File: src/hdl/lvr_pkg.sv
// ----------------------------------------------------------------------------
// lvr_pkg: shared types and constants of the low-variance resampler
// Widths of the cumulative sums, the products and the payload structs.
// ----------------------------------------------------------------------------
package lvr_pkg;

	localparam int MAX_PARTICLES = 1024;
	localparam int IDX_W = $clog2(MAX_PARTICLES);
	localparam int CNT_W = 11;
	localparam int WEIGHT_W = 32;
	localparam int OFFSET_W = 16;
	localparam int SUM_W = WEIGHT_W + IDX_W;
	localparam int SUM_LO_W = SUM_W / 2;
	localparam int SUM_HI_W = SUM_W - SUM_LO_W;
	localparam int U_W = CNT_W + OFFSET_W;
	localparam int PART_W = U_W + SUM_HI_W;
	localparam int LHS_W = U_W + SUM_W;
	localparam int RHS_W = CNT_W + SUM_W;

	localparam int CFG_ADDR_W = 3;
	localparam int CFG_DATA_W = 32;
	localparam logic [CNT_W-1:0] COUNT_RESET = 11'd1000;

	typedef enum logic [0:0] {
		KIND_LOAD = 1'b0,
		KIND_DRAW = 1'b1
	} kind_t;

	typedef enum logic [0:0] {
		REG_PARTICLE_COUNT = 1'b0,
		REG_NONE = 1'b1
	} reg_idx_t;

	typedef enum logic [2:0] {
		S_IDLE,
		S_PROD,
		S_SUM,
		S_READ,
		S_MUL,
		S_CMP,
		S_OUT
	} state_t;

	typedef struct packed {
		logic [0:0] kind;
		logic [WEIGHT_W-1:0] weight;
		logic [OFFSET_W-1:0] offset;
	} in_item_t;

	typedef struct packed {
		logic [9:0] parent_index;
		logic last_draw;
		logic zero_total;
	} out_item_t;

	typedef struct packed {
		logic [CNT_W-1:0] count_eff;
	} cfg_t;

	typedef struct packed {
		logic res_valid;
		logic out_free;
	} res_ctl_t;

endpackage

File: src/hdl/lvr_cfg.sv
// ----------------------------------------------------------------------------
// lvr_cfg: APB register of the low-variance resampler
// Holds particle_count and presents it clamped to 1..MAX_PARTICLES.
// ----------------------------------------------------------------------------
module lvr_cfg (
	input  logic                              clk,
	input  logic                              arst_n,
	input  logic                              psel,
	input  logic                              penable,
	input  logic                              pwrite,
	input  logic [lvr_pkg::CFG_ADDR_W-1:0]    paddr,
	input  logic [lvr_pkg::CFG_DATA_W-1:0]    pwdata,
	output logic [lvr_pkg::CFG_DATA_W-1:0]    prdata,
	output logic                              pready,
	output lvr_pkg::cfg_t                     cfg
);
	import lvr_pkg::*;

	logic [CNT_W-1:0] count_q;
	reg_idx_t sel_reg;
	logic wr_en;

	assign pready = 1'b1;
	assign sel_reg = reg_idx_t'(paddr[CFG_ADDR_W-1]);
	assign wr_en = psel && penable && pwrite && pready;

	always_ff @(posedge clk or negedge arst_n) begin
		if (!arst_n) begin
			count_q <= COUNT_RESET;
		end else if (wr_en && sel_reg == REG_PARTICLE_COUNT) begin
			count_q <= pwdata[CNT_W-1:0];
		end
	end

	always_comb begin
		unique case (sel_reg)
			REG_PARTICLE_COUNT: prdata = {{(CFG_DATA_W-CNT_W){1'b0}}, count_q};
			default:            prdata = '0;
		endcase
	end

	// A count of zero acts as one; counts above the table size act as its size.
	always_comb begin
		if (count_q == '0) begin
			cfg.count_eff = CNT_W'(1);
		end else if (count_q > CNT_W'(MAX_PARTICLES)) begin
			cfg.count_eff = CNT_W'(MAX_PARTICLES);
		end else begin
			cfg.count_eff = count_q;
		end
	end

endmodule

File: config.mk
export PLATFORM = sky130hd
export DESIGN_NAME = lvr_cfg
export DESIGN_NICKNAME = d
export VERILOG_FILES = /design/src/hdl/lvr_pkg.sv /design/src/hdl/lvr_cfg.sv
export SDC_FILE = /design/constraint.sdc
export NUM_CORES = 1
export LEC_CHECK = 0
export ABC_AREA = 1
export ABC_CLOCK_PERIOD_IN_PS = 1930
export BUFFER_PORTS_ARGS = -buffer_cell sky130_fd_sc_hd__buf_2
export CAP_MARGIN = 20
export CORE_ASPECT_RATIO = 1.2
export CORE_MARGIN = 2
export CORE_UTILIZATION = 25
export DETAILED_ROUTE_END_ITERATION = 10
export PLACE_DENSITY = 0.7
export SLEW_MARGIN = 20
export SYNTH_ARGS = -nofsm -noshare
export SYNTH_HDL_FRONTEND = slang
export SYNTH_SLANG_ARGS = --single-unit
File: constraint.sdc
create_clock -name clk -period 1.93 [get_ports clk]
set_clock_uncertainty 0.1 [all_clocks]
set_input_delay 0 -clock clk [delete_from_list [all_inputs] [get_ports clk]]
set_output_delay 0 -clock clk [all_outputs]
set_load 0.01 [all_outputs]
==> report_table.html, run 1 <==
<table>
<tr><th>Metric</th><th>Value</th></tr>
<tr><th colspan="2">Run status</th></tr>
<tr><td>Result of the run</td><td>finished, final reports clean</td></tr>
<tr><th colspan="2">Floorplanning</th></tr>
<tr><td>Initial core utilization</td><td>0.258</td></tr>
<tr><td>IO Count</td><td>between 80 and 90</td></tr>
<tr><td>Vert. Die Dim</td><td>around 65 microns</td></tr>
<tr><td>Die outline width</td><td>55.0 microns</td></tr>
<tr><td>Row cnt</td><td>22</td></tr>
<tr><td>Core Box Area</td><td>slightly above 3000 sq um</td></tr>
<tr><td>Die area</td><td>3590 sq um</td></tr>
<tr><th colspan="2">Placed design</th></tr>
<tr><td>Weighted congestion at the end of routability-driven global placement</td><td>0.699</td></tr>
<tr><td>Port Buffers</td><td>38</td></tr>
<tr><td>Post-detailed-placement cell area</td><td>892 sq um</td></tr>
<tr><td>DP Wirelength</td><td>1330 microns</td></tr>
<tr><th colspan="2">Setup path</th></tr>
<tr><td>Critical Path, Cell by Cell</td><td>inv_1 -&gt; nand3_1 -&gt; nor2_2 -&gt; nor2_4 -&gt; nor2_1 -&gt; buf_2</td></tr>
<tr><td>Kind of capture point of the worst setup path</td><td>output pin</td></tr>
<tr><td>Number of cell instances on the worst register-to-register path</td><td>2</td></tr>
<tr><td>Startpoint kind of the worst setup timing path</td><td>flip-flop</td></tr>
<tr><td>Category of cells accounting for the largest share of critical-path delay</td><td>flip-flops</td></tr>
<tr><td>Data required time at the worst endpoint</td><td>1.83 ns</td></tr>
<tr><td>Crit Path Max Fanout</td><td>8</td></tr>
<tr><td>Worst path arrival time</td><td>1.43 ns</td></tr>
<tr><td>Flop-to-flop setup slack</td><td>1.03 ns</td></tr>
<tr><td>Startpoint of the most critical register-to-register path</td><td>count_q[3]</td></tr>
<tr><td>Reg-to-reg endpoint</td><td>count_q[3]</td></tr>
<tr><td>Cell with the largest stage delay on the worst path</td><td>sky130_fd_sc_hd__dfstp_2</td></tr>
<tr><td>Worst setup path category</td><td>flip-flop to output pin</td></tr>
<tr><td>Worst Path Buf+Inv</td><td>2</td></tr>
<tr><td>Depth of the critical timing path with buffers and inverters included</td><td>6</td></tr>
<tr><td>Destination of the critical timing path</td><td>cfg[4]</td></tr>
<tr><td>Slowest Stage Delay on Critical Path</td><td>0.52 ns</td></tr>
<tr><td>Critical path launch point</td><td>count_q[8]</td></tr>
<tr><th colspan="2">Synth</th></tr>
<tr><td>Average size of a mapped cell</td><td>7.44 sq um</td></tr>
<tr><td>Flop and latch count out of synthesis</td><td>11</td></tr>
<tr><td>Yosys cell types</td><td>17</td></tr>
<tr><td>Share of the synthesized area in compound gates (AO/OA/AOI/OAI)</td><td>0.0705</td></tr>
<tr><td>Fraction of the mapped netlist area in simple logic gates</td><td>0.245</td></tr>
<tr><td>Main combinational cell family by area after synthesis</td><td>buffers and inverters</td></tr>
<tr><td>Xor and xnor area share after synthesis</td><td>0</td></tr>
<tr><td>Proportion of synthesized area in mux cells</td><td>0</td></tr>
<tr><td>Warning count from the yosys run</td><td>0</td></tr>
<tr><td>Adder and majority cell fraction of the synthesized area</td><td>0</td></tr>
<tr><td>Synth Cell Area</td><td>781 sq um</td></tr>
<tr><td>Number of standard cells after synthesis</td><td>105</td></tr>
<tr><td>Portion of the post-synthesis area used by sequential elements</td><td>0.362</td></tr>
<tr><th colspan="2">Global routing</th></tr>
<tr><td>Vias in the first global route</td><td>614</td></tr>
<tr><td>Met1 global-route usage</td><td>0.123</td></tr>
<tr><td>Antenna violations before repair</td><td>0</td></tr>
<tr><td>Global-route layer with the greatest usage</td><td>met2</td></tr>
<tr><td>First-pass GRT wire length</td><td>2620 microns</td></tr>
<tr><td>Met3 Resource Use GR</td><td>0.0273</td></tr>
<tr><td>Total global-route track usage</td><td>0.103</td></tr>
<tr><td>Maximum number of pins on one net before global-route repair</td><td>23</td></tr>
<tr><td>Global-route congestion overflow total</td><td>0</td></tr>
<tr><td>Met2 global-route usage</td><td>0.167</td></tr>
<tr><th colspan="2">Route</th></tr>
<tr><td>Residual DRC</td><td>0</td></tr>
<tr><td>Via total after detailed routing</td><td>703</td></tr>
<tr><td>Vias per inst</td><td>3.72</td></tr>
<tr><td>Wire length after detailed routing</td><td>1720 microns</td></tr>
<tr><td>Violation count after the first detailed-routing iteration</td><td>11</td></tr>
<tr><td>Antenna-violating nets left</td><td>0</td></tr>
<tr><td>Drt pass-1 iters</td><td>3</td></tr>
<tr><td>Per-cell routed wire length</td><td>9.07 microns</td></tr>
<tr><th colspan="2">CTS</th></tr>
<tr><td>Total of cells resized after clock tree synthesis</td><td>0</td></tr>
<tr><td>Clock tree from TritonCTS</td><td>done</td></tr>
<tr><td>Clk slew on worst S/H paths</td><td>0.07 ns</td></tr>
<tr><td>Depth of the CTS H-tree</td><td>1</td></tr>
<tr><td>Buffers from clock root to sink, at most</td><td>2</td></tr>
<tr><td>Clock root buffer master</td><td>sky130_fd_sc_hd__clkbuf_4</td></tr>
<tr><td>Insertion delay to the later sink of the worst-skew pair</td><td>0.26 ns</td></tr>
<tr><td>Clock sink count</td><td>11</td></tr>
<tr><td>Number of buffers created by CTS</td><td>3</td></tr>
<tr><th colspan="2">STA</th></tr>
<tr><td>Post-route setup TNS</td><td>0 ns</td></tr>
<tr><td>Count of final max-slew check failures</td><td>0</td></tr>
<tr><td>Time the worst path needs with I/O delays and setup</td><td>1.53 ns</td></tr>
<tr><td>Number of hold violations in the final report</td><td>0</td></tr>
<tr><td>RSZ-0062 raised after global routing</td><td>no</td></tr>
<tr><td>Endpoints failing setup</td><td>0</td></tr>
<tr><td>Max Clock Freq</td><td>about 0.65 GHz</td></tr>
<tr><td>Fin crit share</td><td>0.791</td></tr>
<tr><th colspan="2">Layout</th></tr>
<tr><td>Area overhead of the layout relative to synthesis</td><td>33.2%</td></tr>
<tr><td>Final layout net count</td><td>194</td></tr>
<tr><td>Commonest cells after routing, fill and taps aside</td><td>sky130_fd_sc_hd__buf_2 (38), sky130_fd_sc_hd__nor2_1 (35), sky130_fd_sc_hd__conb_1 (22)</td></tr>
<tr><td>Most common library cell in the layout ignoring fill and taps</td><td>sky130_fd_sc_hd__buf_2</td></tr>
<tr><td>Antenna diode instance count</td><td>0</td></tr>
<tr><td>Final core utilization</td><td>0.343</td></tr>
<tr><td>Share of final-layout standard cells stronger than drive strength 1</td><td>0.340</td></tr>
<tr><td>Largest registers ranked by flip-flop count</td><td>count_q (11)</td></tr>
<tr><td>Max reg flops</td><td>11</td></tr>
<tr><td>Reg with most FFs</td><td>count_q</td></tr>
<tr><td>Final Instance Area</td><td>slightly above 1000 sq um</td></tr>
<tr><th colspan="2">Job</th></tr>
<tr><td>Max Cap Violations</td><td>0</td></tr>
<tr><th colspan="2">Pwr</th></tr>
<tr><td>Power per cell area</td><td>around 730 nW/um^2</td></tr>
<tr><td>Maximum vdd drop</td><td>349 uV</td></tr>
<tr><td>Power after layout</td><td>762 uW</td></tr>
<tr><td>Leakage Power</td><td>0.606 nW</td></tr>
<tr><th colspan="2">Min path</th></tr>
<tr><td>Path type of the worst min-delay path</td><td>input port to async pin</td></tr>
</table>
metrics by stage:
step / hold WS [ns] / setup slack (ns) / cells
floorplan: -0.396 / 0.909 / 125
global placement: -0.216 / 0.677 / 173
detailed placement: -0.216 / 0.682 / 173
CTS: 0.0190 / 0.369 / 189
global route: 0.0316 / 0.267 / 189
finish: 0.0366 / 0.403 / 189
synthesized netlist by cell type, drive strengths merged:
master,instances,area (sq um)
nand3,2,10.0
buf,24,181
inv,12,45.0
nand2,3,11.3
dfrtp,5,125
nand4,1,21.3
a21oi,11,55.1
conb,2,7.51
clkbuf,2,17.5
dfstp,6,158
nor2,37,149
cell families after synthesis:
group           count (synthesis)
other cells                     2
simple gates                   43
compound gates                 11
flops                          11
buf+inv                        38
timing repair:
item	4_1_cts	5_1_grt
buffers inserted	0	0
hold buffers	12	0
hold endpoints to repair	22	0
worst min path at each step:
| stage | start | to | slack (ns) | cells after the start |
|---|---|---|---|---|
| floorplan | arst_n | count_q[0] | -0.40 | 0 |
| global placement | arst_n | count_q[10] | -0.22 | 1 |
| detailed placement | arst_n | count_q[10] | -0.22 | 1 |
| CTS | arst_n | count_q[10] | 0.02 | 2 |
| global route | arst_n | count_q[10] | 0.03 | 2 |
| finish | arst_n | count_q[10] | 0.04 | 2 |
cell type report:
class                      count  area, sq um
fill                         355         1990
multi-input combinational     76          329
timing repair buffer          50          310
sequential                    11          283
inverter                      12         45.0
tap                           36         45.0
clock buffer                   3         22.5
clock inverter                 1         5.00
routing by layer:
metal | vias to the layer above | wire [microns]
li1 | 366 | -
met1 | 299 | 750
met2 | 36 | 814
met3 | 2 | 140
met4 | 0 | 10
met5 | - | 0
where the power goes:
part	switching [mW]	internal, mW	total, mW
clock network	0.0774	0.0765	0.154
registers	0.0205	0.290	0.311
logic	0.181	0.116	0.298
Power figures use the tool's default switching activity.
==> run 2: changes to the inputs <==
- ABC_CLOCK_PERIOD_IN_PS: 1930 -> 1500
- clock period: 1.93 -> 1.5 ns (I/O delays scaled with it)
==> run 2 against run 1 <==
The flow now finishes with violations (negative setup slack). Total power rose by 31%. First-iteration DRC count rose by 55%. Worst setup slack got worse by 0.42 ns. Clock power rose by 31%. Wire length rose by 1.2%. Global-route usage did not move. Register-to-register slack got worse by 0.44 ns. Cell area rose by 2.4%. Largest cell class unchanged. Highest routed layer unchanged.
==> report_table.html, run 2 (same netlist as run 1, synthesis figures left out) <==
<table>
<tr><th>Metric</th><th>Value</th></tr>
<tr><th colspan="2">Setup path</th></tr>
<tr><td>Worst Path Buf+Inv</td><td>1 (-1)</td></tr>
<tr><td>Kind of capture point of the worst setup path</td><td>output pin</td></tr>
<tr><td>Startpoint kind of the worst setup timing path</td><td>flip-flop</td></tr>
<tr><td>Flop-to-flop setup slack</td><td>0.59 ns (-0.44 ns)</td></tr>
<tr><td>Category of cells accounting for the largest share of critical-path delay</td><td>flip-flops</td></tr>
<tr><td>Cell with the largest stage delay on the worst path</td><td>sky130_fd_sc_hd__dfstp_2</td></tr>
<tr><td>Crit Path Max Fanout</td><td>8 (unchanged)</td></tr>
<tr><td>Critical Path, Cell by Cell</td><td>nor2_2 -&gt; nand3_2 -&gt; nor2_4 -&gt; nor2_4 -&gt; nor2_1 -&gt; buf_2</td></tr>
<tr><td>Worst setup path category</td><td>flip-flop to output pin</td></tr>
<tr><td>Most Frequent Cell on Critical Path</td><td>sky130_fd_sc_hd__nor2_4</td></tr>
<tr><td>Data required time at the worst endpoint</td><td>1.40 ns (-0.43 ns)</td></tr>
<tr><td>Slowest Stage Delay on Critical Path</td><td>0.54 ns (+0.02 ns)</td></tr>
<tr><td>Worst path arrival time</td><td>1.42 ns (about the same)</td></tr>
<tr><th colspan="2">CTS</th></tr>
<tr><td>Insertion delay to the later sink of the worst-skew pair</td><td>0.27 ns (about the same)</td></tr>
<tr><td>Buffers from clock root to sink, at most</td><td>2 (unchanged)</td></tr>
<tr><td>Clk slew on worst S/H paths</td><td>0.08 ns (about the same)</td></tr>
<tr><td>Post-CTS Setup Inserts</td><td>0 (unchanged)</td></tr>
<tr><td>Clock tree from TritonCTS</td><td>done</td></tr>
<tr><td>Depth of the CTS H-tree</td><td>1 (unchanged)</td></tr>
<tr><td>Number of buffers created by CTS</td><td>3 (unchanged)</td></tr>
<tr><td>Clock root buffer master</td><td>sky130_fd_sc_hd__clkbuf_4</td></tr>
<tr><td>Clock sink count</td><td>11 (unchanged)</td></tr>
<tr><th colspan="2">Placed design</th></tr>
<tr><td>Minimum setup slack after placement</td><td>0.252 ns (-0.430 ns)</td></tr>
<tr><td>Weighted congestion at the end of routability-driven global placement</td><td>0.699 (unchanged)</td></tr>
<tr><td>Port Buffers</td><td>38 (unchanged)</td></tr>
<tr><td>Placed cell count</td><td>173 (unchanged)</td></tr>
<tr><td>DP Wirelength</td><td>1330 microns (unchanged)</td></tr>
<tr><th colspan="2">Layout</th></tr>
<tr><td>Final layout net count</td><td>194 (unchanged)</td></tr>
<tr><td>Reg with most FFs</td><td>count_q</td></tr>
<tr><td>Share of final-layout standard cells stronger than drive strength 1</td><td>0.386 (+0.0458)</td></tr>
<tr><td>Most common library cell in the layout ignoring fill and taps</td><td>sky130_fd_sc_hd__buf_2</td></tr>
<tr><td>Final core utilization</td><td>0.352 (+0.00826)</td></tr>
<tr><td>Max reg flops</td><td>11 (unchanged)</td></tr>
<tr><td>Antenna diode instance count</td><td>0 (unchanged)</td></tr>
<tr><td>Final-layout fill cell count</td><td>349 (-1.7%)</td></tr>
<tr><td>Non-filler instance count after layout</td><td>189 (unchanged)</td></tr>
<tr><td>Area overhead of the layout relative to synthesis</td><td>36.4%</td></tr>
<tr><td>Commonest cells after routing, fill and taps aside</td><td>sky130_fd_sc_hd__buf_2 (38), sky130_fd_sc_hd__nor2_1 (31), sky130_fd_sc_hd__conb_1 (22)</td></tr>
<tr><td>Largest registers ranked by flip-flop count</td><td>count_q (11)</td></tr>
<tr><th colspan="2">STA</th></tr>
<tr><td>Max Clock Freq</td><td>0.658 GHz</td></tr>
<tr><td>Fin crit share</td><td>1.01</td></tr>
<tr><td>Post-route setup TNS</td><td>-0.0474 ns (-0.0474 ns)</td></tr>
<tr><td>Final worst-path setup slack</td><td>-0.0191 ns (-0.422 ns)</td></tr>
<tr><td>RSZ-0062 raised after global routing</td><td>yes</td></tr>
<tr><td>Endpoints failing setup</td><td>3 (+3)</td></tr>
<tr><td>Number of hold violations in the final report</td><td>0 (unchanged)</td></tr>
<tr><td>Time the worst path needs with I/O delays and setup</td><td>1.52 ns</td></tr>
<tr><td>Count of final max-slew check failures</td><td>0 (unchanged)</td></tr>
<tr><th colspan="2">Route</th></tr>
<tr><td>Wire length after detailed routing</td><td>1740 microns (+1.2%)</td></tr>
<tr><td>Drt pass-1 iters</td><td>4 (+1)</td></tr>
<tr><td>Via total after detailed routing</td><td>709 (+0.85%)</td></tr>
<tr><td>Residual DRC</td><td>0 (unchanged)</td></tr>
<tr><td>Violation count after the first detailed-routing iteration</td><td>17 (+6)</td></tr>
<tr><td>Vias per inst</td><td>3.75 (+0.85%)</td></tr>
<tr><td>Per-cell routed wire length</td><td>9.19 microns (+1.2%)</td></tr>
<tr><td>Antenna-violating nets left</td><td>0 (unchanged)</td></tr>
<tr><th colspan="2">Global routing</th></tr>
<tr><td>First-pass GRT wire length</td><td>2620 microns (unchanged)</td></tr>
<tr><td>Maximum number of pins on one net before global-route repair</td><td>23 (unchanged)</td></tr>
<tr><td>Global-route congestion overflow total</td><td>0 (unchanged)</td></tr>
<tr><td>Total global-route track usage</td><td>0.103 (unchanged)</td></tr>
<tr><td>Vias in the first global route</td><td>613 (-0.16%)</td></tr>
<tr><td>Antenna violations before repair</td><td>0 (unchanged)</td></tr>
<tr><th colspan="2">Run status</th></tr>
<tr><td>Result of the run</td><td>complete, but fails checks</td></tr>
<tr><td>Failing checks</td><td>negative setup slack</td></tr>
<tr><th colspan="2">Floorplanning</th></tr>
<tr><td>Die outline width</td><td>55.0 microns (unchanged)</td></tr>
<tr><td>Vert. Die Dim</td><td>65.2 microns (unchanged)</td></tr>
<tr><td>IO Count</td><td>84 (unchanged)</td></tr>
<tr><td>Core Box Area</td><td>3030 sq um (unchanged)</td></tr>
<tr><td>Die area</td><td>3590 sq um (unchanged)</td></tr>
<tr><td>Row cnt</td><td>22 (unchanged)</td></tr>
<tr><td>Initial core utilization</td><td>0.258 (unchanged)</td></tr>
<tr><th colspan="2">Job</th></tr>
<tr><td>Max Cap Violations</td><td>0 (unchanged)</td></tr>
<tr><th colspan="2">Min path</th></tr>
<tr><td>Path type of the worst min-delay path</td><td>input port to async pin</td></tr>
<tr><th colspan="2">Pwr</th></tr>
<tr><td>Power after layout</td><td>1.00 mW (+31%)</td></tr>
<tr><td>Power per cell area</td><td>940 nW/um^2 (+28%)</td></tr>
<tr><td>Maximum vdd drop</td><td>461 uV (+32%)</td></tr>
<tr><td>Leakage Power</td><td>0.602 nW (-0.66%)</td></tr>
</table>
-- run 2: final cells by class --
type,count,area [sq um],area share
Clock buffer,3,22.5,0.0212
Inverter,12,45.0,0.0423
Timing Repair Buffer,50,310,0.291
Multi-Input combinational cell,76,354,0.333
Clock inverter,1,5.00,0.00470
Tap cell,36,45.0,0.0423
Sequential cell,11,283,0.266
-- run 2: per-layer routing --
layer  vias up  GRT usage  part of all wire
li1        368          -                 -
met1       303      0.123              0.44
met2        36      0.167              0.47
met3         2     0.0273             0.081
met4         0     0.0457            0.0058
met5         -          0                 0
-- run 2: worst paths after layout --
path,endpoint,start,depth (start not counted)
min in group clk,count_q[8],penable,3
max reg2reg,count_q[3],count_q[3],2
max,cfg[7],count_q[7],6
min reg2reg,count_q[5],count_q[5],2
max in group asynchronous,count_q[3],arst_n,2
min,count_q[10],arst_n,2
-- run 2: where the power goes --
group          leakage [nW]  switching, mW  total (mW)  internal (mW)
combinational         0.468          0.240       0.395          0.154
clock                0.0177          0.104       0.202         0.0985
sequential            0.116         0.0308       0.405          0.374
total                 0.602          0.374        1.00          0.627
-- run 2: worst register-to-register path: cells and delay by family, from the launching register on --
family,cells,cell delay (ns)
AO/OA/AOI/OAI,1,0.13
buffers and inverters,1,0.07
flip-flops,1,0.54
-- run 2: repair_timing --
action,in CTS,in global routing
setup endpoints to repair,8,9
pin swaps,2,8
hold endpoints to repair,22,0
resized for setup,1,7
hold buffers,12,0
-- run 2: per-stage QoR --
stage / hold WS, ns / cell area (sq um)
detailed placement: -0.216 / 892
global route: 0.0316 / 1060
CTS: 0.0190 / 1040
floorplan: -0.396 / 856
global placement: -0.216 / 892
finish: 0.0349 / 1060
